<file path="config.mk">
export PLATFORM = sky130hd
export DESIGN_NAME = throttle_glide_lock_and_roll_sequencer_flat
export DESIGN_NICKNAME = d
export VERILOG_FILES = /design/src/hw/rtl/tglrs_pkg.sv /design/src/hw/rtl/tglrs_req_if.sv /design/src/hw/rtl/tglrs_res_if.sv /design/src/hw/rtl/tglrs_regs.sv /design/src/hw/rtl/throttle_glide_lock_and_roll_sequencer.sv /design/src/flat_wrapper.sv
export SDC_FILE = /design/constraint.sdc
export NUM_CORES = 1
export LEC_CHECK = 0
export BUFFER_PORTS_ARGS = -buffer_cell sky130_fd_sc_hd__buf_2
export CAP_MARGIN = 5
export CELL_PAD_IN_SITES_DETAIL_PLACEMENT = 1
export CELL_PAD_IN_SITES_GLOBAL_PLACEMENT = 1
export CORE_ASPECT_RATIO = 0.9
export CORE_MARGIN = 8
export CORE_UTILIZATION = 34
export CTS_CLUSTER_SIZE = 14
export DETAILED_ROUTE_END_ITERATION = 8
export MAX_ROUTING_LAYER = met4
export PLACE_DENSITY = 0.65
export SLEW_MARGIN = 20
export SYNTH_ARGS = -nofsm -noshare
export SYNTH_HDL_FRONTEND = slang
export SYNTH_SLANG_ARGS = --single-unit
</file>
<file path="constraint.sdc">
create_clock -name clk -period 11.1 [get_ports clk]
set_input_delay 1.665 -clock clk [delete_from_list [all_inputs] [get_ports clk]]
set_output_delay 1.665 -clock clk [all_outputs]
set_load 0.03 [all_outputs]
</file>
<file path="src/hw/rtl/tglrs_pkg.sv">
// Shared types, codes and constants of the throttle glide-lock and roll-test sequencer.
`timescale 1ns / 1ps

package tglrs_pkg;

	// Request codes carried in req_type
	localparam logic [1:0] REQ_TICK = 2'd0;
	localparam logic [1:0] REQ_HALL = 2'd1;
	localparam logic [1:0] REQ_CTRL = 2'd2;

	// Register indexes on the configuration port
	localparam int ADDR_W = 5;
	localparam logic [2:0] REG_THROTTLE_FLOOR      = 3'd0;
	localparam logic [2:0] REG_HOMING_THROTTLE     = 3'd1;
	localparam logic [2:0] REG_RAMP_STEP           = 3'd2;
	localparam logic [2:0] REG_ROLL_START_PERIODS  = 3'd3;
	localparam logic [2:0] REG_ROLL_LENGTH_PERIODS = 3'd4;
	localparam logic [2:0] REG_ROLL_OFFSET         = 3'd5;
	localparam logic [2:0] REG_HOLD_MODE           = 3'd6;

	// Throttle used in hold when hall rearm is off
	localparam logic [15:0] IDLE_THROTTLE = 16'd900;

	// Reported state codes
	localparam logic [1:0] GLIDE_CODE_FOLLOW = 2'd0;
	localparam logic [1:0] GLIDE_CODE_HOMING = 2'd1;
	localparam logic [1:0] GLIDE_CODE_HOLD   = 2'd2;
	localparam logic [1:0] ROLL_CODE_WAIT    = 2'd0;
	localparam logic [1:0] ROLL_CODE_DELAY   = 2'd1;
	localparam logic [1:0] ROLL_CODE_PULSE   = 2'd2;
	localparam logic [1:0] ROLL_CODE_DONE    = 2'd3;

	typedef enum logic [2:0] {
		GLIDE_FOLLOW = 3'b001,
		GLIDE_HOMING = 3'b010,
		GLIDE_HOLD   = 3'b100
	} glide_state_t;

	typedef enum logic [3:0] {
		ROLL_WAIT   = 4'b0001,
		ROLL_LEADIN = 4'b0010,
		ROLL_PULSE  = 4'b0100,
		ROLL_DONE   = 4'b1000
	} roll_state_t;

	typedef struct packed {
		logic [15:0]        throttle_floor;
		logic [15:0]        homing_throttle;
		logic [15:0]        ramp_step;
		logic [7:0]         roll_start_periods;
		logic [7:0]         roll_length_periods;
		logic signed [12:0] roll_offset;
		logic               hold_mode;
	} cfg_t;

	function automatic logic [1:0] glide_code(glide_state_t s);
		logic [1:0] c;
		unique case (s)
			GLIDE_FOLLOW: c = GLIDE_CODE_FOLLOW;
			GLIDE_HOMING: c = GLIDE_CODE_HOMING;
			default:      c = GLIDE_CODE_HOLD;
		endcase
		return c;
	endfunction

	function automatic logic [1:0] roll_code(roll_state_t s);
		logic [1:0] c;
		unique case (s)
			ROLL_WAIT:   c = ROLL_CODE_WAIT;
			ROLL_LEADIN: c = ROLL_CODE_DELAY;
			ROLL_PULSE:  c = ROLL_CODE_PULSE;
			default:     c = ROLL_CODE_DONE;
		endcase
		return c;
	endfunction

endpackage

</file>
<file path="src/hw/rtl/tglrs_req_if.sv">
// Request channel: valid/ready handshake with the input item fields.
`timescale 1ns / 1ps

interface tglrs_req_if;
	logic        valid;
	logic        ready;
	logic [1:0]  req_type;
	logic [15:0] throttle_in;
	logic [15:0] left_aileron_in;
	logic [15:0] right_aileron_in;
	logic        glide_enable;
	logic        roll_enable;

	modport source (
		output valid, req_type, throttle_in, left_aileron_in, right_aileron_in,
		       glide_enable, roll_enable,
		input  ready
	);

	modport sink (
		input  valid, req_type, throttle_in, left_aileron_in, right_aileron_in,
		       glide_enable, roll_enable,
		output ready
	);
endinterface

</file>
<file path="src/hw/rtl/tglrs_res_if.sv">
// Result channel: valid/ready handshake with the servo command fields.
`timescale 1ns / 1ps

interface tglrs_res_if;
	logic        valid;
	logic        ready;
	logic [15:0] throttle_out;
	logic [15:0] left_aileron_out;
	logic [15:0] right_aileron_out;
	logic [1:0]  glide_state_out;
	logic [1:0]  roll_state_out;

	modport source (
		output valid, throttle_out, left_aileron_out, right_aileron_out,
		       glide_state_out, roll_state_out,
		input  ready
	);

	modport sink (
		input  valid, throttle_out, left_aileron_out, right_aileron_out,
		       glide_state_out, roll_state_out,
		output ready
	);
endinterface

</file>
<file path="src/hw/rtl/tglrs_regs.sv">
// APB-style configuration register file of the sequencer.
`timescale 1ns / 1ps

module tglrs_regs (
	input  logic                        clk,
	input  logic                        arst_n,
	input  logic                        psel,
	input  logic                        penable,
	input  logic                        pwrite,
	input  logic [tglrs_pkg::ADDR_W-1:0] paddr,
	input  logic [31:0]                 pwdata,
	output logic [31:0]                 prdata,
	output logic                        pready,
	output tglrs_pkg::cfg_t             cfg
);
	import tglrs_pkg::*;

	logic [2:0] index;
	logic       wr_en;

	assign index  = paddr[ADDR_W-1:2];
	assign wr_en  = psel && penable && pwrite;
	assign pready = 1'b1;

	// Write on the access cycle of a write transaction
	always_ff @(posedge clk or negedge arst_n) begin
		if (!arst_n) begin
			cfg.throttle_floor      <= '0;
			cfg.homing_throttle     <= '0;
			cfg.ramp_step           <= 16'd1;
			cfg.roll_start_periods  <= '0;
			cfg.roll_length_periods <= '0;
			cfg.roll_offset         <= '0;
			cfg.hold_mode           <= 1'b0;
		end else if (wr_en) begin
			unique case (index)
				REG_THROTTLE_FLOOR:      cfg.throttle_floor      <= pwdata[15:0];
				REG_HOMING_THROTTLE:     cfg.homing_throttle     <= pwdata[15:0];
				REG_RAMP_STEP:           cfg.ramp_step           <= pwdata[15:0];
				REG_ROLL_START_PERIODS:  cfg.roll_start_periods  <= pwdata[7:0];
				REG_ROLL_LENGTH_PERIODS: cfg.roll_length_periods <= pwdata[7:0];
				REG_ROLL_OFFSET:         cfg.roll_offset         <= pwdata[12:0];
				REG_HOLD_MODE:           cfg.hold_mode           <= pwdata[0];
				default: ;
			endcase
		end
	end

	// Read back, zero extended
	always_comb begin
		unique case (index)
			REG_THROTTLE_FLOOR:      prdata = {16'd0, cfg.throttle_floor};
			REG_HOMING_THROTTLE:     prdata = {16'd0, cfg.homing_throttle};
			REG_RAMP_STEP:           prdata = {16'd0, cfg.ramp_step};
			REG_ROLL_START_PERIODS:  prdata = {24'd0, cfg.roll_start_periods};
			REG_ROLL_LENGTH_PERIODS: prdata = {24'd0, cfg.roll_length_periods};
			REG_ROLL_OFFSET:         prdata = {19'd0, cfg.roll_offset};
			REG_HOLD_MODE:           prdata = {31'd0, cfg.hold_mode};
			default:                 prdata = '0;
		endcase
	end

endmodule

</file>
<file path="src/hw/rtl/throttle_glide_lock_and_roll_sequencer.sv">
// Top level of the throttle glide-lock and roll-test sequencer.
`timescale 1ns / 1ps

// Takes one transaction per clock on req: timer ticks and hall edges update the
// internal counters and periods and give no result; each control update gives
// one result on res, passing through the input register and then loaded into the
// result register together with the state registers. The sustained rate is one
// item per cycle; req only stalls when a control update waits behind a result
// that res has not yet taken. The glide lock starts in hold after reset. The
// registers on the APB port must be written only while no transaction is in
// flight; the block itself does not enforce this. A write takes effect at the
// access cycle.
module throttle_glide_lock_and_roll_sequencer #(
	parameter logic [15:0] LEFT_NEUTRAL  = 16'd1500,
	parameter logic [15:0] RIGHT_NEUTRAL = 16'd1500
) (
	input  logic                        clk,
	input  logic                        arst_n,
	tglrs_req_if.sink                   req,
	tglrs_res_if.source                 res,
	input  logic                        psel,
	input  logic                        penable,
	input  logic                        pwrite,
	input  logic [tglrs_pkg::ADDR_W-1:0] paddr,
	input  logic [31:0]                 pwdata,
	output logic [31:0]                 prdata,
	output logic                        pready
);
	import tglrs_pkg::*;

	cfg_t cfg;

	tglrs_regs u_regs (
		.clk     (clk),
		.arst_n  (arst_n),
		.psel    (psel),
		.penable (penable),
		.pwrite  (pwrite),
		.paddr   (paddr),
		.pwdata  (pwdata),
		.prdata  (prdata),
		.pready  (pready),
		.cfg     (cfg)
	);

	// Input stage
	logic        valid_s1;
	logic [1:0]  req_type_s1;
	logic [15:0] throttle_s1;
	logic [15:0] left_s1;
	logic [15:0] right_s1;
	logic        glide_en_s1;
	logic        roll_en_s1;

	// Sequencer state
	glide_state_t glide_q;
	roll_state_t  roll_q;
	logic [15:0]  target_q;
	logic [15:0]  level_q;
	logic         hall_seen_q;
	logic [15:0]  edge_ticks_q;
	logic [15:0]  last_period_q;
	logic [15:0]  avg_period_q;
	logic [31:0]  roll_ticks_q;
	logic [24:0]  start_mark_q;
	logic [24:0]  end_mark_q;
	logic         glide_was_q;
	logic         roll_was_q;

	logic advance;
	logic is_ctrl_s1;

	assign is_ctrl_s1 = (req_type_s1 == REQ_CTRL);
	assign advance    = valid_s1 && (!is_ctrl_s1 || !res.valid || res.ready);
	assign req.ready  = !valid_s1 || advance;

	// Capture an accepted transaction
	always_ff @(posedge clk or negedge arst_n) begin
		if (!arst_n) begin
			valid_s1 <= 1'b0;
		end else if (req.ready) begin
			valid_s1 <= req.valid;
		end
	end

	always_ff @(posedge clk) begin
		if (req.ready && req.valid) begin
			req_type_s1 <= req.req_type;
			throttle_s1 <= req.throttle_in;
			left_s1     <= req.left_aileron_in;
			right_s1    <= req.right_aileron_in;
			glide_en_s1 <= req.glide_enable;
			roll_en_s1  <= req.roll_enable;
		end
	end

	// Next state of a control update
	glide_state_t glide_nxt;
	roll_state_t  roll_nxt;
	logic [15:0]  target_nxt;
	logic [15:0]  level_nxt;
	logic [31:0]  roll_ticks_nxt;
	logic [24:0]  start_mark_nxt;
	logic [24:0]  end_mark_nxt;
	logic [15:0]  thr_res;
	logic [15:0]  left_res;
	logic [15:0]  right_res;
	logic [16:0]  ramp_sum;
	logic [23:0]  start_prod;
	logic [23:0]  length_prod;

	assign start_prod  = {16'd0, cfg.roll_start_periods} * {8'd0, avg_period_q};
	assign length_prod = {16'd0, cfg.roll_length_periods} * {8'd0, avg_period_q};

	always_comb begin
		glide_nxt      = glide_q;
		roll_nxt       = roll_q;
		target_nxt     = target_q;
		level_nxt      = level_q;
		roll_ticks_nxt = roll_ticks_q;
		start_mark_nxt = start_mark_q;
		end_mark_nxt   = end_mark_q;
		thr_res        = throttle_s1;
		left_res       = left_s1;
		right_res      = right_s1;
		ramp_sum       = '0;

		// Glide lock: states fall through within one update
		if (glide_en_s1) begin
			if (!glide_was_q) glide_nxt = GLIDE_FOLLOW;
			if (glide_nxt == GLIDE_FOLLOW) begin
				if (throttle_s1 < cfg.throttle_floor) glide_nxt = GLIDE_HOMING;
				else target_nxt = throttle_s1;
			end
			if (glide_nxt == GLIDE_HOMING) begin
				if (throttle_s1 > cfg.throttle_floor) begin
					glide_nxt  = GLIDE_FOLLOW;
					target_nxt = throttle_s1;
				end else if (hall_seen_q) begin
					glide_nxt = GLIDE_HOLD;
				end else begin
					target_nxt = cfg.homing_throttle;
				end
			end
			if (glide_nxt == GLIDE_HOLD) begin
				if (throttle_s1 > cfg.throttle_floor) begin
					glide_nxt  = GLIDE_FOLLOW;
					target_nxt = throttle_s1;
				end else if (cfg.hold_mode) begin
					if (hall_seen_q) begin
						glide_nxt  = GLIDE_HOMING;
						target_nxt = cfg.homing_throttle;
					end
				end else begin
					target_nxt = IDLE_THROTTLE;
				end
			end
			// Rise-limited ramp, drop at once
			ramp_sum = {1'b0, level_q} + {1'b0, cfg.ramp_step};
			if (ramp_sum > {1'b0, target_nxt}) level_nxt = target_nxt;
			else level_nxt = ramp_sum[15:0];
			thr_res = level_nxt;
		end

		// Roll test sequence
		if (roll_en_s1) begin
			if (!roll_was_q) roll_nxt = ROLL_WAIT;
			left_res  = LEFT_NEUTRAL;
			right_res = RIGHT_NEUTRAL;
			if (roll_nxt == ROLL_WAIT && hall_seen_q) begin
				roll_nxt       = ROLL_LEADIN;
				roll_ticks_nxt = '0;
				start_mark_nxt = {1'b0, start_prod};
				end_mark_nxt   = {1'b0, length_prod} + {1'b0, start_prod};
			end
			if (roll_nxt == ROLL_LEADIN && roll_ticks_nxt >= {7'd0, start_mark_nxt}) begin
				roll_nxt = ROLL_PULSE;
			end
			if (roll_nxt == ROLL_PULSE) begin
				if (roll_ticks_nxt > {7'd0, end_mark_nxt}) begin
					roll_nxt = ROLL_DONE;
				end else begin
					left_res = LEFT_NEUTRAL + {{3{cfg.roll_offset[12]}}, cfg.roll_offset};
				end
			end
		end
	end

	// Update state per transaction type
	always_ff @(posedge clk or negedge arst_n) begin
		if (!arst_n) begin
			glide_q        <= GLIDE_HOLD;
			roll_q         <= ROLL_WAIT;
			target_q       <= '0;
			level_q        <= '0;
			hall_seen_q    <= 1'b0;
			edge_ticks_q   <= '0;
			last_period_q  <= '0;
			avg_period_q   <= '0;
			roll_ticks_q   <= '0;
			start_mark_q   <= '0;
			end_mark_q     <= '0;
			glide_was_q    <= 1'b0;
			roll_was_q     <= 1'b0;
		end else if (advance) begin
			unique case (req_type_s1)
				REQ_TICK: begin
					if (edge_ticks_q != '1) edge_ticks_q <= edge_ticks_q + 16'd1;
					if (roll_ticks_q != '1) roll_ticks_q <= roll_ticks_q + 32'd1;
				end
				REQ_HALL: begin
					// Average the new period with the one before it
					hall_seen_q    <= 1'b1;
					last_period_q  <= edge_ticks_q;
					avg_period_q   <= 16'(({1'b0, edge_ticks_q} + {1'b0, last_period_q}) >> 1);
					edge_ticks_q   <= '0;
				end
				REQ_CTRL: begin
					glide_q      <= glide_nxt;
					roll_q       <= roll_nxt;
					target_q     <= target_nxt;
					level_q      <= level_nxt;
					roll_ticks_q <= roll_ticks_nxt;
					start_mark_q <= start_mark_nxt;
					end_mark_q   <= end_mark_nxt;
					glide_was_q  <= glide_en_s1;
					roll_was_q   <= roll_en_s1;
					hall_seen_q  <= 1'b0;
				end
				default: ;
			endcase
		end
	end

	// Result register: load on a control update, drop when taken
	always_ff @(posedge clk or negedge arst_n) begin
		if (!arst_n) begin
			res.valid <= 1'b0;
		end else if (advance && is_ctrl_s1) begin
			res.valid <= 1'b1;
		end else if (res.ready) begin
			res.valid <= 1'b0;
		end
	end

	always_ff @(posedge clk) begin
		if (advance && is_ctrl_s1) begin
			res.throttle_out      <= thr_res;
			res.left_aileron_out  <= left_res;
			res.right_aileron_out <= right_res;
			res.glide_state_out   <= glide_code(glide_nxt);
			res.roll_state_out    <= roll_code(roll_nxt);
		end
	end

	// A new result only follows a control update
	a_result_from_ctrl: assert property (@(posedge clk) disable iff (!arst_n)
		$rose(res.valid) |-> $past(advance && is_ctrl_s1))
		else $error("result raised without a control update");

	// Hall flag is consumed by every control update
	a_hall_cleared: assert property (@(posedge clk) disable iff (!arst_n)
		(advance && is_ctrl_s1) |=> !hall_seen_q)
		else $error("hall flag survived a control update");

	// Ramp level never passes the target
	a_level_bounded: assert property (@(posedge clk) disable iff (!arst_n)
		level_q <= target_q)
		else $error("throttle level above target");

	// Input stalls only behind a result not yet taken
	a_stall_cause: assert property (@(posedge clk) disable iff (!arst_n)
		!req.ready |-> (res.valid && !res.ready))
		else $error("input stalled without output back-pressure");

endmodule
</file>
<file path="src/flat_wrapper.sv">
// flat-port wrapper written by rule: the top's interface ports become plain ports
module throttle_glide_lock_and_roll_sequencer_flat import tglrs_pkg::*;
#(
	parameter logic [15:0] LEFT_NEUTRAL  = 16'd1500,
	parameter logic [15:0] RIGHT_NEUTRAL = 16'd1500
)
  (clk, arst_n, psel, penable, pwrite, paddr, pwdata, prdata, pready, req_valid, req_req_type, req_throttle_in, req_left_aileron_in, req_right_aileron_in, req_glide_enable, req_roll_enable, req_ready, res_valid, res_throttle_out, res_left_aileron_out, res_right_aileron_out, res_glide_state_out, res_roll_state_out, res_ready);
  tglrs_req_if req_i ();
  tglrs_res_if res_i ();
  input  logic clk;
  input  logic arst_n;
  input  logic psel;
  input  logic penable;
  input  logic pwrite;
  input  logic [tglrs_pkg::ADDR_W-1:0] paddr;
  input  logic [31:0] pwdata;
  output logic [31:0] prdata;
  output logic pready;
  input wire logic [$bits(req_i.valid)-1:0] req_valid;
  input wire logic [$bits(req_i.req_type)-1:0] req_req_type;
  input wire logic [$bits(req_i.throttle_in)-1:0] req_throttle_in;
  input wire logic [$bits(req_i.left_aileron_in)-1:0] req_left_aileron_in;
  input wire logic [$bits(req_i.right_aileron_in)-1:0] req_right_aileron_in;
  input wire logic [$bits(req_i.glide_enable)-1:0] req_glide_enable;
  input wire logic [$bits(req_i.roll_enable)-1:0] req_roll_enable;
  output wire logic [$bits(req_i.ready)-1:0] req_ready;
  output wire logic [$bits(res_i.valid)-1:0] res_valid;
  output wire logic [$bits(res_i.throttle_out)-1:0] res_throttle_out;
  output wire logic [$bits(res_i.left_aileron_out)-1:0] res_left_aileron_out;
  output wire logic [$bits(res_i.right_aileron_out)-1:0] res_right_aileron_out;
  output wire logic [$bits(res_i.glide_state_out)-1:0] res_glide_state_out;
  output wire logic [$bits(res_i.roll_state_out)-1:0] res_roll_state_out;
  input wire logic [$bits(res_i.ready)-1:0] res_ready;
  assign req_i.valid = req_valid;
  assign req_i.req_type = req_req_type;
  assign req_i.throttle_in = req_throttle_in;
  assign req_i.left_aileron_in = req_left_aileron_in;
  assign req_i.right_aileron_in = req_right_aileron_in;
  assign req_i.glide_enable = req_glide_enable;
  assign req_i.roll_enable = req_roll_enable;
  assign req_ready = req_i.ready;
  assign res_valid = res_i.valid;
  assign res_throttle_out = res_i.throttle_out;
  assign res_left_aileron_out = res_i.left_aileron_out;
  assign res_right_aileron_out = res_i.right_aileron_out;
  assign res_glide_state_out = res_i.glide_state_out;
  assign res_roll_state_out = res_i.roll_state_out;
  assign res_i.ready = res_ready;
  throttle_glide_lock_and_roll_sequencer #(.LEFT_NEUTRAL(LEFT_NEUTRAL), .RIGHT_NEUTRAL(RIGHT_NEUTRAL)) u_core (.clk(clk), .arst_n(arst_n), .req(req_i), .res(res_i), .psel(psel), .penable(penable), .pwrite(pwrite), .paddr(paddr), .pwdata(pwdata), .prdata(prdata), .pready(pready));
endmodule
</file>
==> impl_results.rst <==
.. list-table::
   :header-rows: 1

   * - Metric
     - Value
   * - Share of post-route cells with drive strength above 1
     - 18.4%
   * - Die area
     - 94000 µm²
   * - TritonCTS clock tree
     - built
   * - Area growth syn-to-layout
     - 15.7%
   * - Startpoint type of the worst setup path
     - flop
   * - Simple-gate share of the synthesized area
     - 15.5%
   * - Minimum period implied by the final worst setup slack
     - ~11 ns
   * - Yosys Warn Count
     - 0
   * - Non-filler cells, final
     - 4322
   * - CP most frequent cell
     - sky130_fd_sc_hd__fa_1
   * - Peak Freq
     - 93.1 MHz
   * - Area of the core
     - 84000 µm²
   * - Multiplexer area fraction after synthesis
     - 8.08%
   * - Cell accounting for the most synthesized area
     - sky130_fd_sc_hd__dfrtp_1
   * - 1st-iter DRT viols
     - 1139
   * - Syn Inst Count
     - 2947
   * - Arrival time reported for the critical path endpoint
     - roughly 11 ns
   * - Max-Cap Viols
     - 0
   * - DP Worst Slack
     - -0.208 ns
   * - Fin Hold WS
     - 0.472 ns
   * - Number of antenna violations at the first check in global routing
     - 3
   * - Post-layout net count
     - 3651
   * - Most frequent cell after synthesis
     - sky130_fd_sc_hd__nand2_1
   * - Number of DRC violations after detailed routing
     - 0
   * - Clock root buffer
     - sky130_fd_sc_hd__clkbuf_16
   * - Adder-cell share of the synthesized area
     - about 22%
   * - Xor and xnor fraction of the mapped netlist area
     - 2.38%
   * - Area of all placed cells without fillers
     - 33200 µm²
   * - # placed instances
     - 4221
   * - Most instantiated flip-flop cell in the synthesis netlist
     - sky130_fd_sc_hd__dfrtp_1
   * - Crit share post-route
     - 96.7%
   * - Synth Cell Area
     - 28700 µm²
   * - Synth Area in Compound Gates
     - about an eighth
   * - Count of standard-cell rows
     - just over 100
   * - Final RePlAce weighted congestion
     - 0.846
   * - Required time of the critical path
     - 11.44 ns
   * - Maximum net fanout on the critical path
     - 7
   * - Global route total overflow
     - 0
   * - Vias/cell
     - 5.17
   * - Synthesized flop and latch total
     - 356
   * - Distinct cell type count after synthesis
     - 96
   * - GRT Util Overall
     - 18.5%
   * - Max incr delay on CP
     - 0.56 ns
   * - Height of the die
     - 292 µm
   * - Setup WS post-layout
     - 0.362 ns
   * - Max IR drop VDD
     - 0.000112 V
   * - Hold/Removal Path Class
     - reg2reg
   * - Filler cell count in the final layout
     - 9548
   * - Setup Skew
     - ~0.04 ns
   * - Area contributors post-synth
     - sky130_fd_sc_hd__dfrtp_1 22%, sky130_fd_sc_hd__fa_1 13%, sky130_fd_sc_hd__edfxtp_1 11%
   * - Final setup vio count
     - 0
   * - Global-route wire length before repair
     - 136 mm
   * - H-tree depth
     - 2
   * - Clk pin slew, worst setup/hold paths
     - 0.06 ns
   * - Placed standard-cell area
     - 31200 µm²
   * - Initial DRT Pass Iterations
     - 5
   * - Unrepaired setup endpoints after global routing
     - yes
   * - Vias post-DR
     - roughly 22000
   * - Number of flops mapped to enable cells by yosys
     - between 100 and 150
   * - Power density over cell area
     - 183 nW/µm²
   * - Sinks on the clock net
     - 356
   * - Share of synthesized registers carrying an async set or reset
     - 70.8%
   * - Average detailed-routed wire length per instance
     - 19.8 µm
   * - Synth top cells by count
     - 346 x sky130_fd_sc_hd__nand2_1, 293 x sky130_fd_sc_hd__inv_1, 249 x sky130_fd_sc_hd__dfrtp_1
   * - Crit path kind
     - reg2reg
   * - Hold Fails Final Rpt
     - 0
   * - HPWL after detailed placement
     - 64.5 mm
   * - Final antenna-violating net count
     - 0
   * - Number of buffers on the longest clock path
     - 3
   * - CP max-delay cell
     - sky130_fd_sc_hd__fa_1
   * - Worst relative slew slack
     - 27.6%
   * - Maximum number of pins on one net before global-route repair
     - 76
   * - Boundary pin count
     - 183
   * - Starting Density
     - 34.2%
   * - Post-cts hold buffer count
     - 0
   * - Mean instance size in the synthesized netlist
     - 9.74 µm²
   * - Die Span X
     - 322 µm
   * - Cell leakage power
     - 15.4 nW
   * - Result of the run
     - complete, no violations
   * - Share of Yosys cell area claimed by the top area cell type
     - 21.7%
   * - Total chip power
     - between 6 and 7 mW
   * - Port Buf Inserts
     - 147
   * - Dominant combinational cell family by area after synthesis
     - adder cells
   * - Via count of the first global-routing pass
     - 23700
   * - Total count of max-transition violations in the final report
     - 0
   * - Sequential-to-total area share from yosys stat
     - 32.9%
   * - Number of clock buffers inserted by TritonCTS
     - 44
   * - Worst-margin pin slew
     - ~1.1 ns
   * - Source-to-sink clock delay at the later pin of the worst-skew pair
     - roughly 0.62 ns
   * - Total Routed Length
     - 85.5 mm
   * - CP endpoint kind
     - flop
==> metrics by stage <==
step	utilization [%]	setup TNS, ns
6_report	39.5	0
5_1_grt	39.5	-0.644
4_1_cts	38.9	0
3_5_place_dp	37.1	-2.30
3_3_place_gp	37.1	-0.478
2_1_floorplan	-	0
==> layer usage <==
metal	track usage, %	wire [µm]
met5	-	0
met4	4.46	1990
met3	3.09	4390
met2	28.0	37600
met1	25.7	41500
==> power by group <==
part / internal [mW] / leakage [nW] / total (mW) / switching (mW)
Sequential: 1.59 / 4.29 / 1.82 / 0.234
Combinational: 1.13 / 10.4 / 2.75 / 1.63
Clock: 0.841 / 0.705 / 1.48 / 0.642
==> cells in the final DEF, fill, tap and decap left out, types with 136 or more instances in the layout <==
cell type,count
sky130_fd_sc_hd__buf_4,136
sky130_fd_sc_hd__inv_1,286
sky130_fd_sc_hd__nor2_1,138
sky130_fd_sc_hd__buf_2,146
sky130_fd_sc_hd__and2_1,177
sky130_fd_sc_hd__dfrtp_1,241
sky130_fd_sc_hd__o21ai_0,161
sky130_fd_sc_hd__ha_1,197
sky130_fd_sc_hd__fa_1,191
sky130_fd_sc_hd__nand2_1,341
==> kinds of logic after synthesis <==
group / after synthesis
simple gates: 907
compound gates: 556
buf+inv: 435
fa+ha+maj: 400
flops: 356
mux: 213
xor+xnor: 78
other cells: 2
==> sequential cells by signal, summed over array words and instances (netlist names), 2 cells and up <==
register	cells
u_core.u_regs.cfg	78
u_core.roll_ticks_q	32
u_core.end_mark_q	25
u_core.start_mark_q	25
u_core.avg_period_q	16
u_core.edge_ticks_q	16
u_core.last_period_q	16
u_core.left_s1	16
u_core.level_q	16
u_core.res.left_aileron_out	16
u_core.res.right_aileron_out	16
u_core.res.throttle_out	16
u_core.right_s1	16
u_core.target_q	16
u_core.throttle_s1	16
u_core.roll_q	4
u_core.glide_q	3
u_core.req_type_s1	2
u_core.res.glide_state_out	2
u_core.res.roll_state_out	2
==> critical path: cells and delay by family, from the launching register on <==
family                     cells  cell delay, ns
adders and majority gates     11            4.98
xor gates and xnor gates       2            0.35
AOI/OAI and AO/OA             10            2.02
and+or+nand+nor                8            1.35
buffers and inverters          9            1.07
muxes                          2            0.25
DFF                            1            0.45
==> final timing paths <==
kind / startpoint / end / slack (ns) / depth (start not counted)
max: u_core.u_regs.cfg[24]$_DFFE_PN0P_ / u_core.res.roll_state_out[0]$_DFFE_PP_ / 0.36 / 42
min: u_core.end_mark_q[19]$_DFFE_PN0P_ / u_core.end_mark_q[19]$_DFFE_PN0P_ / 0.47 / 2
max reg2reg: u_core.u_regs.cfg[24]$_DFFE_PN0P_ / u_core.res.roll_state_out[0]$_DFFE_PP_ / 0.36 / 42
min reg2reg: u_core.end_mark_q[19]$_DFFE_PN0P_ / u_core.end_mark_q[19]$_DFFE_PN0P_ / 0.47 / 2
max in group asynchronous: arst_n / u_core.u_regs.cfg[24]$_DFFE_PN0P_ / 7.99 / 3
min in group asynchronous: arst_n / u_core.edge_ticks_q[10]$_DFFE_PN0P_ / 1.06 / 1
==> cell type report <==
type	instances	area (µm²)	share of cell area [%]
Inverter	294	1110	3.33
Multi-Input combinational cell	2171	17900	54.0
Sequential cell	356	9440	28.5
Tap cell	1133	1420	4.27
Clock buffer	59	1240	3.73
Timing Repair Buffer	288	1830	5.50
Antenna cell	1	2.50	0.00754
Clock inverter	20	221	0.667
==> what timing repair did <==
item / CTS / global route
pin swaps: 2 / 60
endpoints found under the hold margin: 0 / 0
gates resized for setup: 7 / 72
buffers inserted: 0 / 21
endpoints found under the setup margin: 18 / 20
Power figures use the tool's default switching activity.
